[src/minv_pkg.sv]
// modular inverse: shared types, constants and sequencer codes
// no dependencies; imported by every other file of the block
`timescale 1ns / 1ps

package minv_pkg;

    localparam int OPERAND_WIDTH = 32;
    localparam int CNT_W = $clog2(OPERAND_WIDTH);

    typedef enum logic [2:0] {
        ST_IDLE,
        ST_HEAD,
        ST_ALIGN,
        ST_DIV,
        ST_SWAP,
        ST_FIX,
        ST_NEG,
        ST_DONE
    } state_t;

    typedef enum logic [2:0] {
        OP_NONE,
        OP_LOAD,
        OP_HEAD,
        OP_ALIGN,
        OP_DIV,
        OP_SWAP,
        OP_FIX,
        OP_NEG
    } op_t;

    typedef struct packed {
        op_t op;
    } ctrl_t;

    typedef struct packed {
        logic m_small;
        logic r1_zero;
        logic r0_one;
        logic can_shift;
        logic k_zero;
    } status_t;

endpackage

[src/minv_alu.sv]
// modular inverse: shared subtract and compare unit
// depends on minv_pkg
`timescale 1ns / 1ps

module minv_alu
    import minv_pkg::*;
(
    input  logic [OPERAND_WIDTH-1:0] x,
    input  logic [OPERAND_WIDTH:0]   y,
    output logic [OPERAND_WIDTH-1:0] diff,
    output logic                     ge
);

    logic [OPERAND_WIDTH+1:0] full;

    // extra top bit is the borrow
    assign full = {2'b00, x} - {1'b0, y};
    assign ge   = ~full[OPERAND_WIDTH+1];
    assign diff = full[OPERAND_WIDTH-1:0];

endmodule

[src/minv_dpath.sv]
// modular inverse: remainder, coefficient and shift registers around the shared unit
// depends on minv_pkg and minv_alu
`timescale 1ns / 1ps

module minv_dpath
    import minv_pkg::*;
(
    input  logic                     aclk,
    input  ctrl_t                    ctrl,
    input  logic [OPERAND_WIDTH-1:0] value,
    input  logic [OPERAND_WIDTH-1:0] modulus,
    output status_t                  status,
    output logic [OPERAND_WIDTH-1:0] inverse,
    output logic                     not_invertible
);

    localparam int W = OPERAND_WIDTH;

    logic [W-1:0]     r0_reg, r0_next, r1_reg, r1_next;
    logic [W-1:0]     c0_reg, c0_next, c1_reg, c1_next;
    logic [W-1:0]     d_reg, d_next, e_reg, e_next;
    logic [W-1:0]     m_reg, m_next;
    logic [W-1:0]     inv_reg, inv_next;
    logic [CNT_W-1:0] k_reg, k_next;
    logic             odd_reg, odd_next;
    logic             bad_reg, bad_next;

    logic [W-1:0]     alu_x;
    logic [W:0]       alu_y;
    logic [W-1:0]     alu_diff;
    logic             alu_ge;
    logic [W:0]       c_sum;

    minv_alu u_alu (
        .x    (alu_x),
        .y    (alu_y),
        .diff (alu_diff),
        .ge   (alu_ge)
    );

    // operand select for the shared unit
    always_comb begin
        case (ctrl.op)
            OP_ALIGN: begin
                alu_x = r0_reg;
                alu_y = {d_reg, 1'b0};
            end
            OP_FIX: begin
                alu_x = c0_reg;
                alu_y = {1'b0, m_reg};
            end
            OP_NEG: begin
                alu_x = m_reg;
                alu_y = {1'b0, c0_reg};
            end
            default: begin
                alu_x = r0_reg;
                alu_y = {1'b0, d_reg};
            end
        endcase
    end

    assign c_sum = {1'b0, c0_reg} + {1'b0, e_reg};

    assign status.m_small   = (m_reg[W-1:1] == '0);
    assign status.r1_zero   = (r1_reg == '0);
    assign status.r0_one    = (r0_reg == W'(1));
    assign status.can_shift = alu_ge & ~d_reg[W-1];
    assign status.k_zero    = (k_reg == '0);

    always_comb begin
        r0_next  = r0_reg;
        r1_next  = r1_reg;
        c0_next  = c0_reg;
        c1_next  = c1_reg;
        d_next   = d_reg;
        e_next   = e_reg;
        m_next   = m_reg;
        k_next   = k_reg;
        odd_next = odd_reg;
        inv_next = inv_reg;
        bad_next = bad_reg;
        case (ctrl.op)
            OP_LOAD: begin
                r0_next  = modulus;
                r1_next  = value;
                c0_next  = '0;
                c1_next  = W'(1);
                m_next   = modulus;
                odd_next = 1'b0;
            end
            OP_HEAD: begin
                d_next   = r1_reg;
                e_next   = c1_reg;
                k_next   = '0;
                inv_next = '0;
                bad_next = status.m_small | (status.r1_zero & ~status.r0_one);
            end
            OP_ALIGN: begin
                if (status.can_shift) begin
                    d_next = {d_reg[W-2:0], 1'b0};
                    e_next = {e_reg[W-2:0], 1'b0};
                    k_next = k_reg + CNT_W'(1);
                end
            end
            OP_DIV: begin
                if (alu_ge) begin
                    r0_next = alu_diff;
                    c0_next = c_sum[W-1:0];
                end
                if (!status.k_zero) begin
                    d_next = {1'b0, d_reg[W-1:1]};
                    e_next = {1'b0, e_reg[W-1:1]};
                    k_next = k_reg - CNT_W'(1);
                end
            end
            OP_SWAP: begin
                r0_next  = r1_reg;
                r1_next  = r0_reg;
                c0_next  = c1_reg;
                c1_next  = c0_reg;
                odd_next = ~odd_reg;
            end
            OP_FIX: begin
                if (alu_ge) begin
                    c0_next = alu_diff;
                end
            end
            OP_NEG: begin
                bad_next = 1'b0;
                // even step count means the coefficient is negative
                if (odd_reg || (c0_reg == '0)) begin
                    inv_next = c0_reg;
                end else begin
                    inv_next = alu_diff;
                end
            end
            default: begin
            end
        endcase
    end

    always_ff @(posedge aclk) begin
        r0_reg  <= r0_next;
        r1_reg  <= r1_next;
        c0_reg  <= c0_next;
        c1_reg  <= c1_next;
        d_reg   <= d_next;
        e_reg   <= e_next;
        m_reg   <= m_next;
        k_reg   <= k_next;
        odd_reg <= odd_next;
        inv_reg <= inv_next;
        bad_reg <= bad_next;
    end

    assign inverse        = inv_reg;
    assign not_invertible = bad_reg;

endmodule

[src/minv_fsm.sv]
// modular inverse: sequencer that steps the shared unit through the euclid loop
// depends on minv_pkg
`timescale 1ns / 1ps

module minv_fsm
    import minv_pkg::*;
(
    input  logic    aclk,
    input  logic    aresetn,
    input  logic    in_valid,
    input  logic    out_ready,
    input  status_t status,
    output ctrl_t   ctrl,
    output logic    in_ready,
    output logic    out_valid
);

    state_t state_reg, state_next;

    always_ff @(posedge aclk) begin
        if (!aresetn) begin
            state_reg <= ST_IDLE;
        end else begin
            state_reg <= state_next;
        end
    end

    always_comb begin
        state_next = state_reg;
        ctrl.op    = OP_NONE;
        in_ready   = 1'b0;
        out_valid  = 1'b0;
        case (state_reg)
            ST_IDLE: begin
                in_ready = 1'b1;
                if (in_valid) begin
                    ctrl.op    = OP_LOAD;
                    state_next = ST_HEAD;
                end
            end
            ST_HEAD: begin
                ctrl.op = OP_HEAD;
                if (status.m_small) begin
                    state_next = ST_DONE;
                end else if (status.r1_zero) begin
                    state_next = status.r0_one ? ST_FIX : ST_DONE;
                end else begin
                    state_next = ST_ALIGN;
                end
            end
            ST_ALIGN: begin
                ctrl.op = OP_ALIGN;
                if (!status.can_shift) begin
                    state_next = ST_DIV;
                end
            end
            ST_DIV: begin
                ctrl.op = OP_DIV;
                if (status.k_zero) begin
                    state_next = ST_SWAP;
                end
            end
            ST_SWAP: begin
                ctrl.op    = OP_SWAP;
                state_next = ST_HEAD;
            end
            ST_FIX: begin
                ctrl.op    = OP_FIX;
                state_next = ST_NEG;
            end
            ST_NEG: begin
                ctrl.op    = OP_NEG;
                state_next = ST_DONE;
            end
            ST_DONE: begin
                out_valid = 1'b1;
                if (out_ready) begin
                    state_next = ST_IDLE;
                end
            end
            default: begin
                state_next = ST_IDLE;
            end
        endcase
    end

endmodule

[src/modular_inverse_top.sv]
// modular inverse: top level, stream ports, sequencer and datapath
// depends on minv_pkg, minv_fsm, minv_dpath (and minv_alu below it)
`timescale 1ns / 1ps
//
//  channel | dir | beat contents
//  --------+-----+--------------------------------------------------
//  s_      | in  | tdata[31:0] value, tdata[63:32] modulus
//  m_      | out | tdata[31:0] inverse, tuser[0] not_invertible
//
//  extended euclid, each quotient found by shift-and-subtract on one shared
//  subtract/compare unit; a quotient step runs head, align shifts, subtract steps
//  and swap, and a whole inverse adds accept, the last head, the sign fix-up
//  (fix, neg) and the output beat; flagged operands go from a head to the output beat
//  aresetn (synchronous, active low) returns the sequencer to idle
//  one beat in flight: s_tready is low from accept until the result beat is taken

module modular_inverse_top
    import minv_pkg::*;
(
    input  logic        aclk,
    input  logic        aresetn,
    // input stream
    input  logic        s_tvalid,
    output logic        s_tready,
    input  logic [63:0] s_tdata,   // [31:0] value, [63:32] modulus
    // result stream
    output logic        m_tvalid,
    input  logic        m_tready,
    output logic [31:0] m_tdata,   // [31:0] inverse
    output logic [0:0]  m_tuser    // [0] not_invertible
);

    ctrl_t                    ctrl;
    status_t                  status;
    logic [OPERAND_WIDTH-1:0] inverse;
    logic                     not_invertible;

    // sequencer: owns the handshake and picks the datapath operation
    minv_fsm u_fsm (
        .aclk      (aclk),
        .aresetn   (aresetn),
        .in_valid  (s_tvalid),
        .out_ready (m_tready),
        .status    (status),
        .ctrl      (ctrl),
        .in_ready  (s_tready),
        .out_valid (m_tvalid)
    );

    // datapath: remainders, coefficients, aligned divisor and the shared unit
    minv_dpath u_dpath (
        .aclk           (aclk),
        .ctrl           (ctrl),
        .value          (s_tdata[31:0]),
        .modulus        (s_tdata[63:32]),
        .status         (status),
        .inverse        (inverse),
        .not_invertible (not_invertible)
    );

    // result is held in datapath registers until the beat is taken
    assign m_tdata    = inverse;
    assign m_tuser[0] = not_invertible;

    // never accepting while a result is being offered
    assert property (@(posedge aclk) disable iff (!aresetn)
        !(s_tready && m_tvalid))
        else $error("input ready while result beat pending");

    // flagged result always carries a zero inverse
    assert property (@(posedge aclk) disable iff (!aresetn)
        (m_tvalid && m_tuser[0]) |-> (m_tdata == '0))
        else $error("not_invertible with nonzero inverse");

    // an accepted beat starts work: no ready and no result on the next cycle
    assert property (@(posedge aclk) disable iff (!aresetn)
        (s_tvalid && s_tready) |=> (!s_tready && !m_tvalid))
        else $error("sequencer did not start after accept");

endmodule
[config.mk]
export PLATFORM = sky130hd
export DESIGN_NAME = modular_inverse_top
export DESIGN_NICKNAME = d
export VERILOG_FILES = /design/src/minv_pkg.sv /design/src/minv_alu.sv /design/src/minv_dpath.sv /design/src/minv_fsm.sv /design/src/modular_inverse_top.sv
export SDC_FILE = /design/constraint.sdc
export NUM_CORES = 1
export LEC_CHECK = 0
export BUFFER_PORTS_ARGS = -buffer_cell sky130_fd_sc_hd__buf_2
export CAP_MARGIN = 20
export CORE_MARGIN = 4
export CORE_UTILIZATION = 62
export DETAILED_ROUTE_END_ITERATION = 16
export GPL_TIMING_DRIVEN = 0
export PLACE_DENSITY_LB_ADDON = 0.15
export SLEW_MARGIN = 20
export SYNTH_ARGS = -nofsm -noshare
export SYNTH_HDL_FRONTEND = slang
export SYNTH_HIERARCHICAL = 1
export SYNTH_SLANG_ARGS = --single-unit
[constraint.sdc]
create_clock -name aclk -period 9.15 [get_ports aclk]
set_input_delay 1.3725 -clock aclk [delete_from_list [all_inputs] [get_ports aclk]]
set_output_delay 1.3725 -clock aclk [all_outputs]
set_load 0.1 [all_outputs]
; ---- Yosys cells after proc, flatten, opt, wreduce, memory -nomap -nowiden
; Index checks and enable logic that the tools add are counted.
; Widths: inputs -> output; s select.
[word_totals]
register_bits = 266
inputBits = 68
output_inout_bits = 35
elab_cells = 94
[op_classes]
add_sub_neg = 4
eq_ne = 23
mux = 33
bitwise = 7
reduce_logical = 15
[ops]
columns = op, n
row1 = $pmux 32 s3, 3
row2 = $pmux 32 s2, 4
row3 = $mux 32, 7
row4 = $pmux 32 s4, 1
row5 = $pmux 33 s3, 1
row6 = $logic_not 32->1, 2
row7 = $sub 32x33->34, 1
row8 = $add 32x32->32, 1
row9 = $eq 32x1->1 const B, 1
row10 = $logic_not 31->1, 1
row11 = $eq 3x3->1 const B, 8
row12 = $pmux 3 s8, 1
row13 = $pmux 3 s7, 1
row14 = $mux 3, 6
row15 = $ne 2x2->1 const B, 8
row16 = $pmux 5 s3, 1
row17 = $eq 3x2->1 const B, 4
row18 = $mux 5, 2
row19 = $eq 3x1->1 const B, 2
row20 = $reduce_and 3->1, 2
row21 = $reduce_bool 3->1, 2
row22 = $add 5x1->5 const B, 1
row23 = $logic_not 5->1, 1
row24 = $sub 5x1->5 const B, 1
row25 = other kinds (12), 20

; ---- Longest topological paths before layout
; Gate-level depths: netlist (run 1).
[depth]
word_depth = 9
depth_mapped = 22
depth_no_buf = 19

; ---- By module
; Netlist (run 1), hierarchy kept.
[by_module_without_submodules]
columns = mod, n_inst, cells_each, area_per_inst_um2, seq_area_each_um2
row1 = minv_dpath, 1, 1484, 15113.2, 7897.6
row2 = minv_alu, 1, 278, 1833.0, 0.0
row3 = minv_fsm, 1, 31, 261.5, 60.1

; ---- Worst setup path after synthesis (run 1)
; Ideal clock, no wire load.
[synth_path]
path_type = in2reg
start = input s_tvalid
end = register u_dpath.c0_reg[0], enable pin
setup_time_ps = 466
t_arrival_ps = 6685
t_required_ps = 8684
path_slack_ps = 1999
path_stages = 18
path_buffers = 4
cell_sequence = nor3_1 > nor2_1 > buf_2 > clkbuf_1 > buf_1 > mux2i_1 > o21ai_0 > ha_1 > clkbuf_1 > and4_1 > and3_1 > o2111ai_1 > o211ai_1 > a41o_1 > nand3_1 > a21oi_1 > nand2_1 > o21ai_0
[synth_rtl]
columns = element, line
row1 = start: declaration, modular_inverse_top.sv:23  ; input logic s_tvalid,
row2 = end signal: assignment, minv_dpath.sv:146  ; c0_reg <= c0_next;
row3 = end: declaration, minv_dpath.sv:20  ; logic [W-1:0] c0_reg, c0_next, c1_reg, c1_next;

==> impl_metrics.py, run 1 <==
metrics = {
    "clock_tree": {
        "htreeDepth": 1,
        "cts_resized": 0,
        "cts-root-buf": "clkbuf_16",
        "cts_buffer_depth": 3,
        "clk_pin_slew_ns": 0.06,
        "cts_sinks": 266,
        "tritoncts": "built",
        "cts_hold_buffers": 0,
        "numCtsBuffers": 31,
        "clock_latency_ns": 0.57,
        "cts_setup_buffers": 0,
    },
    "worst_setup_path": {
        "reg2reg_slack_ns": 2.21,
        "cpMostUsedCell": "buf_2",
        "crit_type": "primary input to flip-flop",
        "worstPathRequired_ns": 9.40,
        "ff2ff_path_depth": 21,
        "crit_chain": "buf_2 -> nor3_1 -> nor2_1 -> buf_2 -> clkbuf_1 -> buf_1 -> mux2i_1 -> o21ai_0 -> ha_1 -> buf_2 -> nand2_1 -> o21ai_0 -> a221oi_1 -> o211ai_1 -> a41o_1 -> nand3_1 -> a21oi_1 -> nor2b_1 -> a32o_4 -> buf_12",
        "path_delay_family": "buffers and inverters",
        "setup.worst_path.end_class": "flip-flop",
        "path_buf_inv": 6,
        "start_kind": "primary input",
        "cp.arrival_ns": 7.45,
        "r2r-end": "u_dpath/d_reg[17]",
        "cpMaxStageDelayCell": "buf_1",
        "slowest_delay_ns": 0.82,
        "r2r-start": "u_fsm/state_reg[0]",
        "cp_max_fo": 37,
    },
    "place": {
        "detailed_place_hpwl_mm": 45.01,
        "gp_congestion": 0.9968,
        "port_buffers": 102,
        "place_ws_ns": 1.697,
        "dpl_cell_area_sq_um": 18380,
    },
    "cells_and_area": {
        "drive_gt1_share_pct": 11.80,
        "n_fill_cell": 2048,
        "area_growth_pct": 12.35,
        "nets": 2071,
        "multi_input_area_sq_um": 8578,
        "final_area_sq_um": 19330,
        "seqCellArea_sq_um": 7958,
        "num_antenna_cells": 0,
    },
    "synthesis": {
        "synthCells": 1793,
        "netlist_area_sq_um": 17210,
        "async_reset_ff_share_pct": 0,
        "syn_nets": 1930,
        "synth_area_per_cell_sq_um": 9.597,
        "yosys_warnings": 6,
        "synthFlopType": "edfxtp_1",
        "seq_area_frac_synth_pct": 46.24,
        "post_synth_num_cell_types": 79,
        "ys_seq_elements": 266,
        "synth_edf_count": 263,
    },
    "power_and_ir_drop": {
        "power_density_nw_per_um2": 385.0,
        "clock_power_share_pct": 15.9,
        "swShare_pct": 49.30,
        "vdd.ir_drop.worst_mv": 0.2217,
        "seq_power_share_pct": 29.2,
        "switching_power_uw": 3670,
        "combPwrFrac_pct": 55.0,
        "p_leak_uw": 0.007700,
        "p_int_uw": 3774,
        "finalPower_uw": 7443,
    },
    "sta": {
        "finalHoldViolCount": 0,
        "final.setup.worst_slack_ns": 1.948,
        "fmax_ghz": 0.1388,
        "worstMarginPinSlew_ns": 1.055,
        "relSlewSlack_pct": 29.68,
        "finalCritPeriodShare_pct": 78.71,
        "grt_setup_unrepaired": "no",
        "drv_slew": 0,
        "setup_viol": 0,
        "fin_skew_ns": 0.008412,
        "tns_ns": 0,
        "finalWorstPathRequiredPeriod_ns": 7.202,
    },
    "worst_hold_path": {
        "hold_path_class": "flip-flop to flip-flop",
        "hold_path_depth": 1,
        "hp-start": "u_dpath/odd_reg",
        "hold_end": "u_dpath/odd_reg",
    },
    "global_routing": {
        "grt_pass1_vias": 15380,
        "grt_overflow": 0,
        "grt_pass1_wl_mm": 90.31,
        "grt_usage_pct": 38.28,
        "grt_start_max_net_pins": 43,
        "antenna_found_initial": 0,
    },
    "status": {
        "outcome": "finished clean",
    },
    "job": {
        "max_cap_viol_count": 0,
    },
    "die": {
        "pin_count": 103,
        "dieWidth_microns": 174.6,
        "die_h_microns": 174.6,
        "std_cell_rows": 60,
        "floorplan.die_area_sq_um": 30480,
        "start_util_pct": 63.49,
        "coreArea_sq_um": 27100,
    },
    "detailed_routing": {
        "wl_mm": 60.08,
        "vias": 15730,
        "drc": 0,
        "drtIter0Drc": 2325,
        "routedWlPerCell_microns": 25.79,
        "dr.pass1.iters": 6,
        "ant_nets": 0,
        "via_per_inst": 6.750,
    },
}
cells in the final DEF, fill, tap and decap left out, types with 31 or more instances in the layout:
master	instances
clkbuf_1	81
clkbuf_16	31
nand2_1	347
edfxtp_1	263
and2_1	37
o21ai_0	126
xnor2_1	39
a22oi_1	84
a21oi_1	119
nor2_1	90
mux2i_1	99
nor4_1	31
o22ai_1	65
inv_1	63
buf_2	115
ha_1	66
layout make-up:
type	instances	share of cell area [%]
flip-flops and latches	266	41.16
multi-input cells	1353	44.37
clock inverters	19	0.7701
plain buffers	110	2.485
inverters	64	1.243
clock buffers	38	4.148
well taps	372	2.407
repair buffers	108	3.417
routing by layer:
| layer | global-route usage, % | share of wire [%] | up-vias |
|---|---|---|---|
| met4 | 15.84 | 5.0 | 0 |
| met3 | 10.08 | 14 | 249 |
| met1 | 52.24 | 38 | 7380 |
| met5 | 0 | 0 | - |
| li1 | - | - | 6917 |
| met2 | 58.60 | 43 | 1182 |
Yosys cell counts, types with 4 or more instances:
cell type	instances	share of area, %
a211oi_2	4	0.29
a21o_1	16	0.70
a21oi_1	120	3.5
a22oi_1	84	3.7
a31oi_1	9	0.33
and2_1	38	1.4
and3_1	5	0.18
buf_1	15	0.33
buf_2	13	0.38
clkbuf_1	75	1.6
edfxtp_1	263	46
ha_1	66	4.8
inv_1	63	1.4
mux2_2	30	2.0
mux2i_1	99	5.8
nand2_1	347	7.6
nand2b_1	6	0.22
nand3_1	16	0.47
nand4_1	20	0.73
nor2_1	92	2.0
nor2b_1	8	0.29
nor3_1	10	0.29
nor4_1	31	1.1
o211ai_1	12	0.52
o21a_1	6	0.26
o21ai_0	127	3.7
o21ai_1	6	0.17
o21bai_1	13	0.57
o22ai_1	65	2.4
xnor2_1	39	2.0
xor2_1	24	1.2
stage by stage:
| step | std cells | utilization (%) | hold WS [ns] |
|---|---|---|---|
| 2_1_floorplan | 1793 | - | 0.5169 |
| 5_1_grt | 2330 | 71.34 | 0.5615 |
| 4_1_cts | 2330 | 71.34 | 0.5520 |
| 3_5_place_dp | 2273 | 67.83 | 0.5369 |
| 6_report | 2330 | 71.34 | 0.5573 |
| 3_3_place_gp | 2267 | 67.10 | 0.5263 |
cell families after synthesis:
| family | Yosys count | share of synthesized area [%] |
|---|---|---|
| xor gates and xnor gates | 63 | 3.207 |
| buffers and inverters | 174 | 4.166 |
| AOI/OAI and AO/OA | 501 | 18.31 |
| adders and majority gates | 69 | 5.148 |
| and+or+nand+nor | 591 | 15.20 |
| muxes | 129 | 7.722 |
| DFF | 266 | 46.24 |
power groups by stage:
stage	combinational, uW	sequential, uW	clock (uW)
after floorplan	2510	2210	0
after global placement	3780	2190	0
after detailed placement	3890	2160	0
after CTS	3920	2140	1180
after global routing	4330	2180	1250
final	4090	2170	1180
worst max path at each step:
stage          slack, ns  depth (start not counted)     start           endpoint
6_report            1.95                         20  s_tvalid  u_dpath/d_reg[17]
2_1_floorplan       2.00                         18  s_tvalid  u_dpath/c0_reg[0]
3_3_place_gp       -1.39                         19  s_tvalid  u_dpath/c0_reg[9]
4_1_cts             2.24                         20  s_tvalid  u_dpath/d_reg[17]
3_5_place_dp        1.70                         20  s_tvalid  u_dpath/d_reg[17]
5_1_grt             1.83                         20  s_tvalid  u_dpath/d_reg[17]
(Power assumes the default switching activity.)
==> run 2: changes to the inputs <==
==> constraint.sdc (replaced) <==
create_clock -name aclk -period 6.63 [get_ports aclk]
set_input_delay 0.9945 -clock aclk [delete_from_list [all_inputs] [get_ports aclk]]
set_output_delay 0.9945 -clock aclk [all_outputs]
set_load 0.1 [all_outputs]
==> run 2 against run 1 <==
Combinational power grew 40%. Sequential power grew 38%. Critical path depth is the same. Final area grew 0.23%. Utilization grew 0.17 points. Sequential share of layout area shrank 0.096 points. First-iteration DRC count grew 0.90%. Clock skew grew 0.013 ns. Worst hold slack lost 0.0045 ns. Sequential cell count is the same. Wire length grew 1.2%.
==> impl_metrics.py, run 2 (same netlist as run 1, synthesis figures left out) <==
metrics = {
    "worst_setup_path": {
        "start_kind": "flip-flop",
        "critPathLaunch": "u_fsm/state_reg[1]",
        "setup.worst_path.end_class": "flip-flop",
        "cp_max_fo": 37,
        "r2r-start": "u_fsm/state_reg[1]",
        "cp.arrival_ns": 6.88,
        "crit_type": "flip-flop to flip-flop",
        "worstPathRequired_ns": 6.89,
    },
    "power_and_ir_drop": {
        "p_int_uw": 5232,
        "vdd.ir_drop.worst_mv": 0.3997,
        "clock_power_share_pct": 15.8,
        "seq_power_share_pct": 29.0,
        "power_density_nw_per_um2": 533.8,
        "p_leak_uw": 0.007729,
        "swShare_pct": 49.42,
        "switching_power_uw": 5112,
        "combPwrFrac_pct": 55.3,
    },
    "place": {
        "detailed_place_hpwl_mm": 45.20,
        "gp_congestion": 0.9817,
        "place_ws_ns": -0.5019,
        "port_buffers": 102,
    },
    "sta": {
        "fmax_ghz": 0.1510,
        "finalHoldViolCount": 0,
        "finalWorstPathRequiredPeriod_ns": 6.621,
        "final.setup.worst_slack_ns": 0.009142,
        "setup_viol": 0,
        "worstMarginPinSlew_ns": 1.092,
        "finalCritPeriodShare_pct": 99.86,
        "relSlewSlack_pct": 27.18,
        "drv_slew": 0,
        "fin_skew_ns": 0.02171,
        "tns_ns": 0,
        "grt_setup_unrepaired": "no",
    },
    "clock_tree": {
        "cts_buffer_depth": 3,
        "cts_sinks": 266,
        "htreeDepth": 1,
        "tritoncts": "built",
        "clock_latency_ns": 0.58,
        "numCtsBuffers": 30,
        "clk_pin_slew_ns": 0.06,
        "cts-root-buf": "clkbuf_16",
    },
    "global_routing": {
        "grt_start_max_net_pins": 43,
        "antenna_found_initial": 0,
        "grt_overflow": 0,
        "grt_pass1_wl_mm": 90.38,
        "grt_pass1_vias": 15280,
        "grt_usage_pct": 38.35,
    },
    "detailed_routing": {
        "routedWlPerCell_microns": 26.10,
        "drc": 0,
        "vias": 15970,
        "drtIter0Drc": 2346,
        "dr.pass1.iters": 9,
        "wl_mm": 60.78,
        "ant_nets": 0,
        "via_per_inst": 6.856,
    },
    "cells_and_area": {
        "n_fill_cell": 2051,
        "area_growth_pct": 12.62,
        "fin_util_pct": 71.51,
        "layout_commonest_cell": "nand2_1",
        "multi_input_area_sq_um": 8589,
        "num_antenna_cells": 0,
        "seqCellArea_sq_um": 7958,
        "nets": 2072,
        "layout_common_cells": "nand2_1, edfxtp_1, o21ai_0",
        "drive_gt1_share_pct": 12.01,
    },
    "die": {
        "std_cell_rows": 60,
        "coreArea_sq_um": 27100,
        "die_h_microns": 174.6,
        "pin_count": 103,
        "start_util_pct": 63.49,
        "floorplan.die_area_sq_um": 30480,
        "dieWidth_microns": 174.6,
    },
    "worst_hold_path": {
        "hp-start": "u_dpath/c1_reg[23]",
        "hold_path_class": "flip-flop to flip-flop",
    },
    "status": {
        "outcome": "finished clean",
    },
    "job": {
        "max_cap_viol_count": 0,
    },
}
==> run 2: final timing paths <==
| check | endpoint | slack [ns] | cells past startpoint |
|---|---|---|---|
| worst min-delay path | u_dpath/e_reg[23] | 0.55 | 2 |
| worst max register to register | u_dpath/e_reg[12] | 0.009 | 20 |
| worst max-delay path | u_dpath/e_reg[12] | 0.009 | 20 |
| worst min register to register | u_dpath/e_reg[23] | 0.55 | 2 |
==> run 2: layout make-up <==
type | count | share of cell area, %
clock inverter | 19 | 0.9104
sequential | 266 | 41.06
inverter | 64 | 1.240
clock buffer | 35 | 3.971
multi-input combinational | 1354 | 44.32
buffer | 110 | 2.537
tap | 372 | 2.402
timing repair buffer | 109 | 3.551
==> run 2: what timing repair did <==
action	4_1_cts	5_1_grt
resized for setup	3	2
hold buffers	0	0
endpoints found under the setup margin	37	108
hold endpoints to repair	0	0
gates cloned	0	1
setup buffers	0	0
==> run 2: per-stage QoR <==
stage | instances | cell area, sq um | total power [uW] | hold WS [ns]
floorplan | 1793 | 17210 | 6516 | 0.5169
global placement | 2267 | 18180 | 8230 | 0.5269
detailed placement | 2274 | 18410 | 8361 | 0.5380
CTS | 2328 | 19360 | 10020 | 0.5453
global route | 2329 | 19380 | 10760 | 0.5719
finish | 2329 | 19380 | 10340 | 0.5528
==> run 2: critical path, stage by stage (launching register included) <==
cell and delay (ns):
dfxtp_1 0.40, buf_6 0.16, nor3_1 0.06, nor2_1 0.09, buf_2 0.21, clkbuf_1 0.79, clkdlybuf4s15_2 0.63, mux2i_1 0.30
o21ai_0 0.12, ha_1 0.30, buf_2 0.18, nand2_1 0.08, o21ai_0 0.32, a221oi_1 0.19, o211ai_1 0.45, a41o_1 0.32
nand3_1 0.19, a21oi_1 0.33, nor2b_1 0.39, a32o_4 0.47, buf_12 0.28
==> run 2: layer usage <==
layer  routed length [microns]  global-route usage [%]  vias up
met1                     22820                   52.08     7544
met3                      8727                   10.86      257
li1                          -                       -     6926
met2                     25830                   58.08     1240
met5                         0                       0        -
met4                      3405                   16.53        0
==> run 2: power groups by stage <==
| stage | Combinational [uW] | Sequential, uW | Clock (uW) |
|---|---|---|---|
| after floorplan | 3460 | 3050 | 0 |
| after global placement | 5210 | 3020 | 0 |
| after detailed placement | 5380 | 2980 | 0 |
| after CTS | 5430 | 2950 | 1640 |
| after global routing | 6030 | 3010 | 1710 |
| final | 5720 | 3000 | 1630 |
